--- src/design/qas_pkg.sv ---
// Shared types and constants for the quoted argument splitter.
package qas_pkg;

    localparam logic [7:0] CH_SQ = 8'h27;
    localparam logic [7:0] CH_DQ = 8'h22;
    localparam logic [7:0] CH_BS = 8'h5C;
    localparam logic [7:0] CH_SPACE = 8'h20;
    localparam logic [7:0] CH_TAB = 8'h09;
    localparam logic [7:0] CH_CR = 8'h0D;
    localparam logic [7:0] MAX_ARGS_RESET = 8'd255;

    typedef enum logic [3:0] {
        MODE_PLAIN = 4'b0001,
        MODE_SQ    = 4'b0010,
        MODE_DQ    = 4'b0100,
        MODE_ESC   = 4'b1000
    } mode_t;

    typedef struct packed {
        logic [7:0] in_char;
        logic       last;
    } in_word_t;

    typedef struct packed {
        logic       has_char;
        logic [7:0] out_char;
        logic       arg_end;
        logic       list_end;
        logic       parse_error;
        logic [7:0] arg_count;
    } out_word_t;

    typedef struct packed {
        mode_t      mode;
        mode_t      resume_mode;
        logic       started;
        logic [7:0] count_done;
    } parse_state_t;

    localparam parse_state_t STATE_RESET = '{
        mode:        MODE_PLAIN,
        resume_mode: MODE_PLAIN,
        started:     1'b0,
        count_done:  8'd0
    };

endpackage

--- src/design/qas_step.sv ---
// Per-character parse step: next state and result word.
module qas_step #(
    parameter int unsigned COUNT_LIMIT = 255
) (
    input  qas_pkg::parse_state_t st,
    input  qas_pkg::in_word_t     word,
    input  logic [7:0]            max_args,
    output qas_pkg::parse_state_t st_next,
    output qas_pkg::out_word_t    res,
    output logic                  has_res
);

    logic [7:0]            lim;
    logic                  blank;
    logic                  emit;
    logic                  end_arg;
    logic                  err;
    qas_pkg::parse_state_t s;

    always_comb
    begin
        if (COUNT_LIMIT < 32'(max_args))
        begin
            lim = 8'(COUNT_LIMIT);
        end
        else
        begin
            lim = max_args;
        end
    end

    assign blank = (word.in_char == qas_pkg::CH_SPACE) ||
                   ((word.in_char >= qas_pkg::CH_TAB) && (word.in_char <= qas_pkg::CH_CR));

    always_comb
    begin
        s       = st;
        emit    = 1'b0;
        end_arg = 1'b0;
        err     = 1'b0;
        if (st.count_done < lim)
        begin
            unique case (st.mode)
                qas_pkg::MODE_PLAIN:
                begin
                    if (blank)
                    begin
                        if (st.started)
                        begin
                            end_arg   = 1'b1;
                            s.started = 1'b0;
                        end
                    end
                    else if (word.in_char == qas_pkg::CH_SQ)
                    begin
                        s.mode    = qas_pkg::MODE_SQ;
                        s.started = 1'b1;
                    end
                    else if (word.in_char == qas_pkg::CH_DQ)
                    begin
                        s.mode    = qas_pkg::MODE_DQ;
                        s.started = 1'b1;
                    end
                    else if (word.in_char == qas_pkg::CH_BS)
                    begin
                        s.mode        = qas_pkg::MODE_ESC;
                        s.resume_mode = qas_pkg::MODE_PLAIN;
                        s.started     = 1'b1;
                        emit          = 1'b1;
                    end
                    else
                    begin
                        s.started = 1'b1;
                        emit      = 1'b1;
                    end
                end
                qas_pkg::MODE_SQ, qas_pkg::MODE_DQ:
                begin
                    if (word.in_char == qas_pkg::CH_BS)
                    begin
                        s.resume_mode = st.mode;
                        s.mode        = qas_pkg::MODE_ESC;
                    end
                    else if ((st.mode == qas_pkg::MODE_SQ && word.in_char == qas_pkg::CH_SQ) ||
                             (st.mode == qas_pkg::MODE_DQ && word.in_char == qas_pkg::CH_DQ))
                    begin
                        s.mode = qas_pkg::MODE_PLAIN;
                    end
                    else
                    begin
                        emit = 1'b1;
                    end
                end
                default:
                begin
                    // escaped char: back to the quote or plain mode we came from
                    if (st.resume_mode == qas_pkg::MODE_SQ || st.resume_mode == qas_pkg::MODE_DQ)
                    begin
                        s.mode = st.resume_mode;
                    end
                    else
                    begin
                        s.mode = qas_pkg::MODE_PLAIN;
                    end
                    s.started = 1'b1;
                    emit      = 1'b1;
                end
            endcase
        end

        if (word.last)
        begin
            if (s.mode != qas_pkg::MODE_PLAIN)
            begin
                err = 1'b1;
            end
            else if (s.started)
            begin
                end_arg   = 1'b1;
                s.started = 1'b0;
            end
        end
        if (end_arg)
        begin
            s.count_done = st.count_done + 8'd1;
        end

        res.has_char    = emit;
        res.out_char    = emit ? word.in_char : 8'd0;
        res.arg_end     = end_arg;
        res.list_end    = word.last;
        res.parse_error = err;
        res.arg_count   = s.count_done;
        has_res         = emit || end_arg || word.last;

        st_next = word.last ? qas_pkg::STATE_RESET : s;
    end

endmodule

--- src/design/quoted_argument_splitter.sv ---
// Quoted argument splitter top level: input register, parse step, result register.
//
// Splits a command line into arguments, one character word per cycle.
// Input channel: in_valid / in_stall / in_word (in_char, last). A word is
// taken at an edge with in_valid high and in_stall low.
// Output channel: out_valid / out_stall / out_word. One result word per
// input character that passes a character, ends an argument or ends the
// line; other characters give no result.
// Configuration: cfg_valid / cfg_ready / cfg_data writes max_args; cfg_ready
// is always high. Write only while no line is in flight.
// Path: a taken character passes the input register, then the result
// register, which presents its result; out_stall can hold it in between.
// Throughput: one character per cycle while the output is not stalled; the
// parse step is combinational, input register to state and result registers.
// Stall: out_stall holds the result register; a character waiting in the
// input register then holds, and in_stall rises while both are full.
// Reset: parse state clears, max_args returns to 255, both channels empty.
module quoted_argument_splitter #(
    parameter int unsigned COUNT_LIMIT = 255
) (
    input  logic               clk,
    input  logic               rst_n,
    input  logic               in_valid,
    output logic               in_stall,
    input  qas_pkg::in_word_t  in_word,
    output logic               out_valid,
    input  logic               out_stall,
    output qas_pkg::out_word_t out_word,
    input  logic               cfg_valid,
    output logic               cfg_ready,
    input  logic [7:0]         cfg_data
);

    logic                  s1_valid_reg;
    qas_pkg::in_word_t     s1_word_reg;
    qas_pkg::parse_state_t st_reg;
    qas_pkg::parse_state_t st_next;
    logic [7:0]            max_args_reg;
    logic                  out_valid_reg;
    qas_pkg::out_word_t    out_reg;
    qas_pkg::out_word_t    res_next;
    logic                  has_res;
    logic                  s2_ready;
    logic                  s1_fire;

    assign cfg_ready = 1'b1;
    assign s2_ready  = !out_valid_reg || !out_stall;
    assign in_stall  = s1_valid_reg && !s2_ready;
    assign s1_fire   = s1_valid_reg && s2_ready;
    assign out_valid = out_valid_reg;
    assign out_word  = out_reg;

    qas_step #(
        .COUNT_LIMIT(COUNT_LIMIT)
    ) u_step (
        .st       (st_reg),
        .word     (s1_word_reg),
        .max_args (max_args_reg),
        .st_next  (st_next),
        .res      (res_next),
        .has_res  (has_res)
    );

    always_ff @(posedge clk or negedge rst_n)
    begin
        if (!rst_n)
        begin
            max_args_reg <= qas_pkg::MAX_ARGS_RESET;
        end
        else if (cfg_valid && cfg_ready)
        begin
            max_args_reg <= cfg_data;
        end
    end

    always_ff @(posedge clk or negedge rst_n)
    begin
        if (!rst_n)
        begin
            s1_valid_reg  <= 1'b0;
            out_valid_reg <= 1'b0;
            st_reg        <= qas_pkg::STATE_RESET;
        end
        else
        begin
            if (!in_stall)
            begin
                s1_valid_reg <= in_valid;
            end
            if (s2_ready)
            begin
                out_valid_reg <= s1_valid_reg && has_res;
            end
            if (s1_fire)
            begin
                st_reg <= st_next;
            end
        end
    end

    always_ff @(posedge clk)
    begin
        if (!in_stall && in_valid)
        begin
            s1_word_reg <= in_word;
        end
        if (s1_fire)
        begin
            out_reg <= res_next;
        end
    end

    a_line_resets_state: assert property (@(posedge clk) disable iff (!rst_n)
        s1_fire && s1_word_reg.last |=>
            st_reg.mode == qas_pkg::MODE_PLAIN && !st_reg.started && st_reg.count_done == 8'd0)
        else $error("parse state not cleared after end of line");

    a_error_only_at_end: assert property (@(posedge clk) disable iff (!rst_n)
        out_valid_reg && out_reg.parse_error |-> out_reg.list_end && !out_reg.arg_end)
        else $error("parse_error outside a clean end of line");

    a_no_char_is_zero: assert property (@(posedge clk) disable iff (!rst_n)
        out_valid_reg && !out_reg.has_char |-> out_reg.out_char == 8'd0)
        else $error("out_char set without has_char");

    a_arg_end_counts: assert property (@(posedge clk) disable iff (!rst_n)
        out_valid_reg && out_reg.arg_end |-> out_reg.arg_count != 8'd0)
        else $error("argument ended with zero count");

    a_stall_needs_word: assert property (@(posedge clk) disable iff (!rst_n)
        in_stall |-> s1_valid_reg && out_valid_reg)
        else $error("input stalled with room in the pipeline");

endmodule
--- config.mk ---
export PLATFORM = sky130hd
export DESIGN_NAME = quoted_argument_splitter
export DESIGN_NICKNAME = d
export VERILOG_FILES = /design/src/design/qas_pkg.sv /design/src/design/qas_step.sv /design/src/design/quoted_argument_splitter.sv
export SDC_FILE = /design/constraint.sdc
export NUM_CORES = 1
export LEC_CHECK = 0
export BUFFER_PORTS_ARGS = -buffer_cell sky130_fd_sc_hd__buf_2
export CAP_MARGIN = 10
export CORE_MARGIN = 1.5
export CORE_UTILIZATION = 38
export CTS_BUF_LIST = sky130_fd_sc_hd__clkbuf_2 sky130_fd_sc_hd__clkbuf_4 sky130_fd_sc_hd__clkbuf_8
export CTS_CLUSTER_SIZE = 14
export DETAILED_ROUTE_END_ITERATION = 10
export GPL_ROUTABILITY_DRIVEN = 0
export GPL_TIMING_DRIVEN = 0
export SLEW_MARGIN = 30
export SYNTH_ARGS = -nofsm -noshare
export SYNTH_HDL_FRONTEND = slang
export SYNTH_SLANG_ARGS = --single-unit
--- constraint.sdc ---
create_clock -name clk -period 3.3 [get_ports clk]
set_clock_uncertainty 0.05 [all_clocks]
set_input_delay 0.495 -clock clk [delete_from_list [all_inputs] [get_ports clk]]
set_output_delay 0.495 -clock clk [all_outputs]
set_load 0.01 [all_outputs]
After elaboration in Yosys (flattened, before gate mapping)
Cells that the tools add are included.
Widths: inputs -> output; s select.
- input bits: 22
- output and inout bits: 23
- logic and storage cells: 87
- bits in registers: 56
- $add $sub $neg: 1
- magnitude comparators: 3
- mux-type cells: 32
- reductions and logical operators: 21
- equal/unequal tests: 15
- operator list (cell ; count):
    $mux 4 ; 8
    $eq 8x6->1 const B ; 3
    $mux 8 ; 3
    $mux 17 ; 1
    $pmux 4 s2 ; 2
    $mux 1 ; 15
    $mux 9 ; 1
    $ne 3x3->1 const B ; 3
    $add 8x1->8 const B ; 1
    $eq 4x2->1 const B ; 2
    $eq 4x3->1 const B ; 2
    $eq 8x7->1 const B ; 1
    $ge 8x4->1 const B ; 1
    $le 8x4->1 const B ; 1
    $lt 8x8->1 ; 1
    $reduce_and 8->1 ; 1
    $logic_and 1x1->1 ; 7
    $logic_or 1x1->1 ; 6
    $ne 3x2->1 const B ; 2
    $eq 4x1->1 const B ; 1
    $logic_not 1->1 ; 4
    $ne 4x1->1 const B ; 1
    $pmux 1 s2 ; 2
    $reduce_bool 3->1 ; 1
    other kinds (2) ; 2

Logic depth before layout (Yosys ltp)
Gate-level depths: netlist of the first run.
- depth in word-level cells: 13
- gate-level depth with buffers: 11
- gate-level depth less buffers: 10

Hierarchy
Synthesis of the first run repeated with hierarchy kept, for this count alone.
- cells, all modules: 298
- area total of the unflattened synthesis: 3360.7 µm²
- modules (own cells, without submodules) (module ; cells an instance ; instances ; sequential area each (µm²) ; area each (µm²)):
    quoted_argument_splitter ; 91 ; 1 ; 1559.0 ; 1960.6
    qas_step ; 207 ; 1 ; 0.0 ; 1400.1

Worst setup path before layout of the first run
Ideal clock, no wire load.
- path type: register to register
- from: register max_args_reg[1]
- to: register out_reg (netlist bit out_word[7]) (data pin)
- slack: 0.553 ns
- library setup time: 0.259 ns
- path buffers: 2
- period minus slack after synthesis: 2.747 ns
- arrival time: 2.438 ns
- cell stages (with the launch flop): 11
- data required time: 2.991 ns
- cell sequence: dfstp_2 -> inv_1 -> ha_1 -> a2111o_1 -> a21oi_2 -> buf_2 -> nand3_1 -> o311a_2 -> buf_6 -> or3_4 -> xnor2_1
- RTL lines (element ; RTL line ; RTL):
    from (decl) ; quoted_argument_splitter.sv:38 ; logic [7:0] max_args_reg;
    from (signal assigned) ; quoted_argument_splitter.sv:68 ; max_args_reg <= qas_pkg::MAX_ARGS_RESET;
    from (signal assigned) ; quoted_argument_splitter.sv:72 ; max_args_reg <= cfg_data;
    to (signal assigned) ; quoted_argument_splitter.sv:109 ; out_reg <= res_next;
    to (decl) ; quoted_argument_splitter.sv:40 ; qas_pkg::out_word_t out_reg;

==> metrics.md, run 1 <==
| Metric | Value |
|---|---|
| Syn_area_per_cell | `10.7 um^2` |
| Slew margin rel. | `between 40% and 50%` |
| Status | `finished clean` |
| Row cnt | `31` |
| Slowest-stage cell, CP | `dfstp_2` |
| Critical path peak fanout | `10` |
| Family with the most delay on the worst path | `compound AO/OA/AOI/OAI gates` |
| Pin count of the biggest net entering global routing | `28` |
| ANT cells | `0` |
| Max reg flops | `20` |
| Nets | `354` |
| Gr usage total | `between 15 and 20%` |
| Max Cap Viol | `0` |
| Worst path required time | `roughly 3300 ps` |
| RSZ-0062 raised after global routing | `false` |
| Die footprint | `between 8000 and 9000 um^2` |
| Max Root-Sink Buffers | `2` |
| Most frequent cells in the layout | `buf_2, edfxtp_1, nand2_1` |
| Initial antenna violation count | `0` |
| Synth cell types | `between 60 and 70` |
| Number of flops mapped to enable cells by yosys | `29` |
| Htree depth | `2` |
| Vias in the first global route | `around 2000` |
| Final WL | `between 5000 and 6000 um` |
| Hold slack | `roughly 140 ps` |
| First-pass GRT wire length | `roughly 10000 um` |
| Share of layout cells above drive strength 1 | `between 20% and 30%` |
| Fmax | `333 MHz` |
| Fin crit period | `3000 ps` |
| CP arrival | `~3000 ps` |
| Die height | `91.0 um` |
| CTS root buffer | `clkbuf_8` |
| Syn. warnings | `0` |
| PostCTS Resize Cnt | `0` |
| Fin crit share | `between 90% and 100%` |
| DRT Pass-1 Iters | `4` |
| Vias | `approximately 2200` |
| DR WL/cell | `14.0 um` |
| TritonCTS buffer count | `5` |
| CP Capture Type | `flop` |
| # hold bufs at CTS | `0` |
| Worst slew pin tran | `746 ps` |
| Via density | `5.22` |
| # setup viols final | `0` |
| Worst hold-check path type | `in2async` |
| Clk sinks | `56` |
| Postcts setup bufs | `0` |
| IO Port Bufs | `43` |
| Post-synth top flop | `edfxtp_1` |
| Pwr/cell area | `roughly 570 nW/um^2` |
| Final Max Slew Viols | `0` |
| CP bufs+invs | `3` |
| HPWL after detailed placement | `approximately 4300 um` |
| P&R area growth vs syn | `14.5%` |
| Die X-Extent | `between 90 and 100 um` |
| Most common cell after layout, fill and taps aside | `buf_2` |
| DR iter-0 viols | `~200` |
| Syn Inst Count | `274` |
| ANT nets after route | `0` |
| Residual DRC count | `0` |
| Initial Util | `between 30% and 40%` |
| Slowest Stage Delay on Critical Path | `between 500 and 600 ps` |
| Synth Cell Area | `approximately 2900 um^2` |
| TritonCTS clock tree | `done` |
| Total grt overflow | `0` |
| Fin. Hold Viols | `0` |
| # IOs | `45` |
| Critical-path cell list | `inv_1, ha_1, a2111o_1, a21oi_2, buf_2, nand3_1, o311a_2, buf_6, or3_4, xnor2_1` |
| Syn_nets | `just over 300` |
| Worst skew pair latency | `around 300 ps` |
| Worst setup path class | `reg2reg` |
| Seq cells post-synth | `56` |
| Async set-reset flop share out of synthesis | `about 48%` |
| Sequential-to-total area share from yosys stat | `a little over half` |
| Startpoint types | `flop` |
| Clk pin slew, worst setup/hold paths | `100 ps` |
| Core area | `7370 um^2` |
| Leakage power | `between 1 and 1.5 nW` |
| Setup TNS | `0 ps` |
| VDD IR max | `roughly 0.00026 V` |
[cell families (layout without fill, tap and decap cells)]
| group | count (synthesis) | count (layout) | synth area share, % |
|---|---|---|---|
| xor gates and xnor gates | 9 | 9 | 2.68 |
| other | 1 | 1 | 0.128 |
| DFF | 56 | 56 | 53.0 |
| adders and majority gates | 8 | 8 | 3.40 |
| and+or+nand+nor | 105 | 105 | 19.9 |
| muxes | 3 | 3 | 1.11 |
| AOI/OAI and AO/OA | 63 | 63 | 15.3 |
| buffers and inverters | 29 | 80 | 4.47 |
[worst register-to-register path: cells and delay by family, from the launching register on]
family          cells  cell delay (ps)
flops               1              530
buf+inv             3              470
fa+ha+maj           1              270
compound gates      3              820
xor+xnor            1              130
simple gates        2              510
[final cells by class]
class,instances,area (um^2)
repair buffers,43,215
clock buffers,6,76.3
well taps,99,124
flip-flops and latches,56,1560
fillers,740,4000
plain buffers,12,67.6
inverters,17,63.8
clock inverters,2,11.3
multi-input cells,189,1250
[where the power goes]
group	internal, W	switching, W	total (W)
registers	0.000895	0.0000787	0.000974
clock network	0.000156	0.000219	0.000376
logic	0.000228	0.000345	0.000572
[path summary, 6_finish.rpt]
path                                             start                       end  cells past startpoint  slack, ps
setup reg to reg           max_args_reg[1]$_DFFE_PN1P_     out_word[7]$_DFFE_PP_                     10        300
min in group clk                            in_word[0]  s1_word_reg[0]$_DFFE_PP_                      1        310
max in group asynchronous                        rst_n  s1_valid_reg$_DFFE_PN0N_                      1       2670
hold / removal                                   rst_n     st_reg[7]$_DFFE_PN0P_                      1        140
hold reg to reg                  st_reg[9]$_DFFE_PN1P_     st_reg[9]$_DFFE_PN1P_                      2        450
setup / recovery           max_args_reg[1]$_DFFE_PN1P_     out_word[7]$_DFFE_PP_                     10        300
[cell usage after synthesis (4+ instances only)]
library cell,n,area share [%]
edfxtp_1,29,30
nand2_1,26,3.3
o21ai_0,22,3.7
dfrtp_1,17,14
inv_1,17,2.2
nand3_1,14,2.4
and2_1,12,2.6
dfstp_2,10,8.9
nor3_1,10,1.7
nor2_1,9,1.1
ha_1,8,3.4
a21oi_1,7,1.2
xor2_1,7,2.1
clkbuf_1,6,0.77
nand2b_1,5,1.1
o21a_1,4,1.0
[per-stage QoR]
step | total power [W] | cells | setup slack, ps | utilization (%) | area, um^2
after floorplan | 0.00137 | 274 | 553 | - | 2940
after global placement | 0.00156 | 416 | 294 | 44.5 | 3280
after detailed placement | 0.00156 | 416 | 306 | 44.5 | 3280
after CTS | 0.00195 | 424 | 283 | 45.7 | 3370
after global routing | 0.00204 | 424 | 56.5 | 45.7 | 3370
final | 0.00192 | 424 | 301 | 45.7 | 3370
[metal layers]
metal  track usage [%]  vias up  routed length [um]
met5                 0        -                   0
met4              4.69        0                  77
met3              2.35        5                 270
met2              21.5       62                2470
met1              23.2     1038                3110
li1                  -     1110                   -
No activity file was read; power rests on OpenSTA's default activity.
==> inputs of run 2 (changes only) <==
==> constraint.sdc (replaced) <==
create_clock -name clk -period 3.3 [get_ports clk]
set_clock_uncertainty 0.05 [all_clocks]
set_input_delay 0.165 -clock clk [delete_from_list [all_inputs] [get_ports clk]]
set_output_delay 0.165 -clock clk [all_outputs]
set_load 0.01 [all_outputs]
==> run 2 against run 1 <==
Against the previous run: non-clock buffer count grew 11; via count grew 1.6%; critical endpoint unchanged; worst hold slack lost 120 ps; critical path type unchanged; largest power group unchanged.
==> metrics.md, run 2 (synthesis gave the netlist of run 1 again) <==
| Metric | Value |
|---|---|
| RSZ-0062 raised after global routing | `false` |
| Slew margin rel. | `approximately half` |
| Pwr Total | `roughly 0.0019 W` |
| PostCTS Resize Cnt | `0` |
| Residual DRC count | `0` |
| Leakage power | `roughly 1.5 nW` |
| Critical path peak fanout | `10` |
| R2R Path End | `out_word[7]$_DFFE_PP_` |
| Final WL | `around 6000 um` |
| Via density | `about 5.2` |
| Worst path required time | `between 3000 and 4000 ps` |
| Clk pin slew, worst setup/hold paths | `around 100 ps` |
| P&R area growth vs syn | `18.3%` |
| VDD IR max | `0.000263 V` |
| Share of layout cells above drive strength 1 | `a little under a quarter` |
| Max Cap Viol | `0` |
| R2R cell count | `10` |
| Fin. Hold Viols | `0` |
| Worst hold-check path type | `in2reg` |
| ANT cells | `0` |
| Gr usage total | `around 15%` |
| DRT Pass-1 Iters | `4` |
| Worst setup path class | `reg2reg` |
| First-pass GRT wire length | `roughly 10000 um` |
| Setup slack after layout | `around 300 ps` |
| Total grt overflow | `0` |
| TritonCTS buffer count | `5` |
| Nets | `approximately 370` |
| Die footprint | `8270 um^2` |
| Fmax | `roughly 330 MHz` |
| Row cnt | `31` |
| Vias in the first global route | `roughly 2100` |
| Fillers | `between 700 and 800` |
| # setup viols final | `0` |
| Pin count of the biggest net entering global routing | `28` |
| Fin crit share | `90.9%` |
| CP arrival | `roughly 3000 ps` |
| Die height | `91.0 um` |
| CP Capture Type | `flop` |
| Hold EP | `max_args_reg[5]$_DFFE_PN1P_` |
| Place WS | `slightly above 300 ps` |
| TritonCTS clock tree | `done` |
| ANT nets after route | `0` |
| IO Port Bufs | `43` |
| Startpoint types | `flop` |
| Htree depth | `2` |
| Max Root-Sink Buffers | `2` |
| # IOs | `45` |
| Initial antenna violation count | `0` |
| Crit Reg-Reg Startpoint | `max_args_reg[1]$_DFFE_PN1P_` |
| Initial Util | `between 30% and 40%` |
| Most common cell after layout, fill and taps aside | `buf_2` |
| Clk sinks | `56` |
| Max reg flops | `20` |
| Worst skew pair latency | `300 ps` |
| R2R setup slack | `300 ps` |
| Final Max Slew Viols | `0` |
| CTS root buffer | `clkbuf_8` |
| Core area | `around 7400 um^2` |
| Most frequent cells in the layout | `buf_2, edfxtp_1, nand2_1` |
| Die X-Extent | `between 90 and 100 um` |
| Hold depth | `3` |
| Vias | `2250` |
| Setup TNS | `0 ps` |
| Status | `finished clean` |
| DR iter-0 viols | `around 170` |
| Min-delay src | `cfg_data[5]` |
| Worst slew pin tran | `around 740 ps` |
| HPWL after detailed placement | `around 4300 um` |
| DR WL/cell | `between 10 and 15 um` |
| Pwr/cell area | `between 500 and 600 nW/um^2` |
| Fin crit period | `3000 ps` |
run 2: cell types whose count changed in the layout (fill, tap and decap cells not counted), sizes merged:
cell         previous run  this run
dlygate4sd3             0        11
run 2: per-layer routing:
layer  GRT usage (%)  wire length, um  up-vias
met1            23.3             3130     1049
met5               0                0        -
met4            4.69               77        0
li1                -                -     1130
met2            22.2             2540       66
met3            2.35              264        5
run 2: area by class of cell:
cell class	count	area (um^2)	share of cell area, %
Sequential cell	56	1560	44.8
Multi-Input combinational cell	189	1250	35.9
Timing Repair Buffer	54	325	9.36
Tap cell	99	124	3.56
Clock buffer	6	76.3	2.20
Buffer	12	67.6	1.94
Inverter	17	63.8	1.84
Clock inverter	2	11.3	0.324
run 2: through the flow:
step                std cells  cell area, um^2  utilization (%)  hold slack (ps)
finish                    435             3480             47.2             15.4
global route              435             3480             47.2             12.9
CTS                       435             3480             47.2             5.16
detailed placement        416             3280             44.5              171
global placement          416             3280             44.5              164
floorplan                 274             2940                -             -181
run 2: timing repair:
item / in CTS / in global routing
hold buffers: 11 / 0
hold endpoints to repair: 27 / 0
buffers inserted: 0 / 0
run 2: worst max-delay path by stage:
| stage | to | cells past startpoint | startpoint | slack, ps |
|---|---|---|---|---|
| floorplan | out_word[7]$_DFFE_PP_ | 10 | max_args_reg[1]$_DFFE_PN1P_ | 550 |
| global placement | out_word[7]$_DFFE_PP_ | 10 | max_args_reg[1]$_DFFE_PN1P_ | 290 |
| detailed placement | out_word[7]$_DFFE_PP_ | 10 | max_args_reg[1]$_DFFE_PN1P_ | 310 |
| CTS | out_word[7]$_DFFE_PP_ | 10 | max_args_reg[1]$_DFFE_PN1P_ | 280 |
| global route | out_word[7]$_DFFE_PP_ | 10 | st_reg[15]$_DFFE_PN0P_ | 60 |
| finish | out_word[7]$_DFFE_PP_ | 10 | max_args_reg[1]$_DFFE_PN1P_ | 300 |
run 2: power by group:
group          switching (W)  internal (W)
Clock               0.000220      0.000156
Combinational       0.000346      0.000236
Sequential         0.0000782      0.000895
Total               0.000644       0.00129
run 2: worst max-delay path, stage by stage (launching register included):
cell and delay (ps):
dfstp_2 530, inv_1 50, ha_1 260, a2111o_1 380, a21oi_2 270, buf_2 260, nand3_1 120, o311a_2 170
buf_6 160, or3_4 390, xnor2_1 130
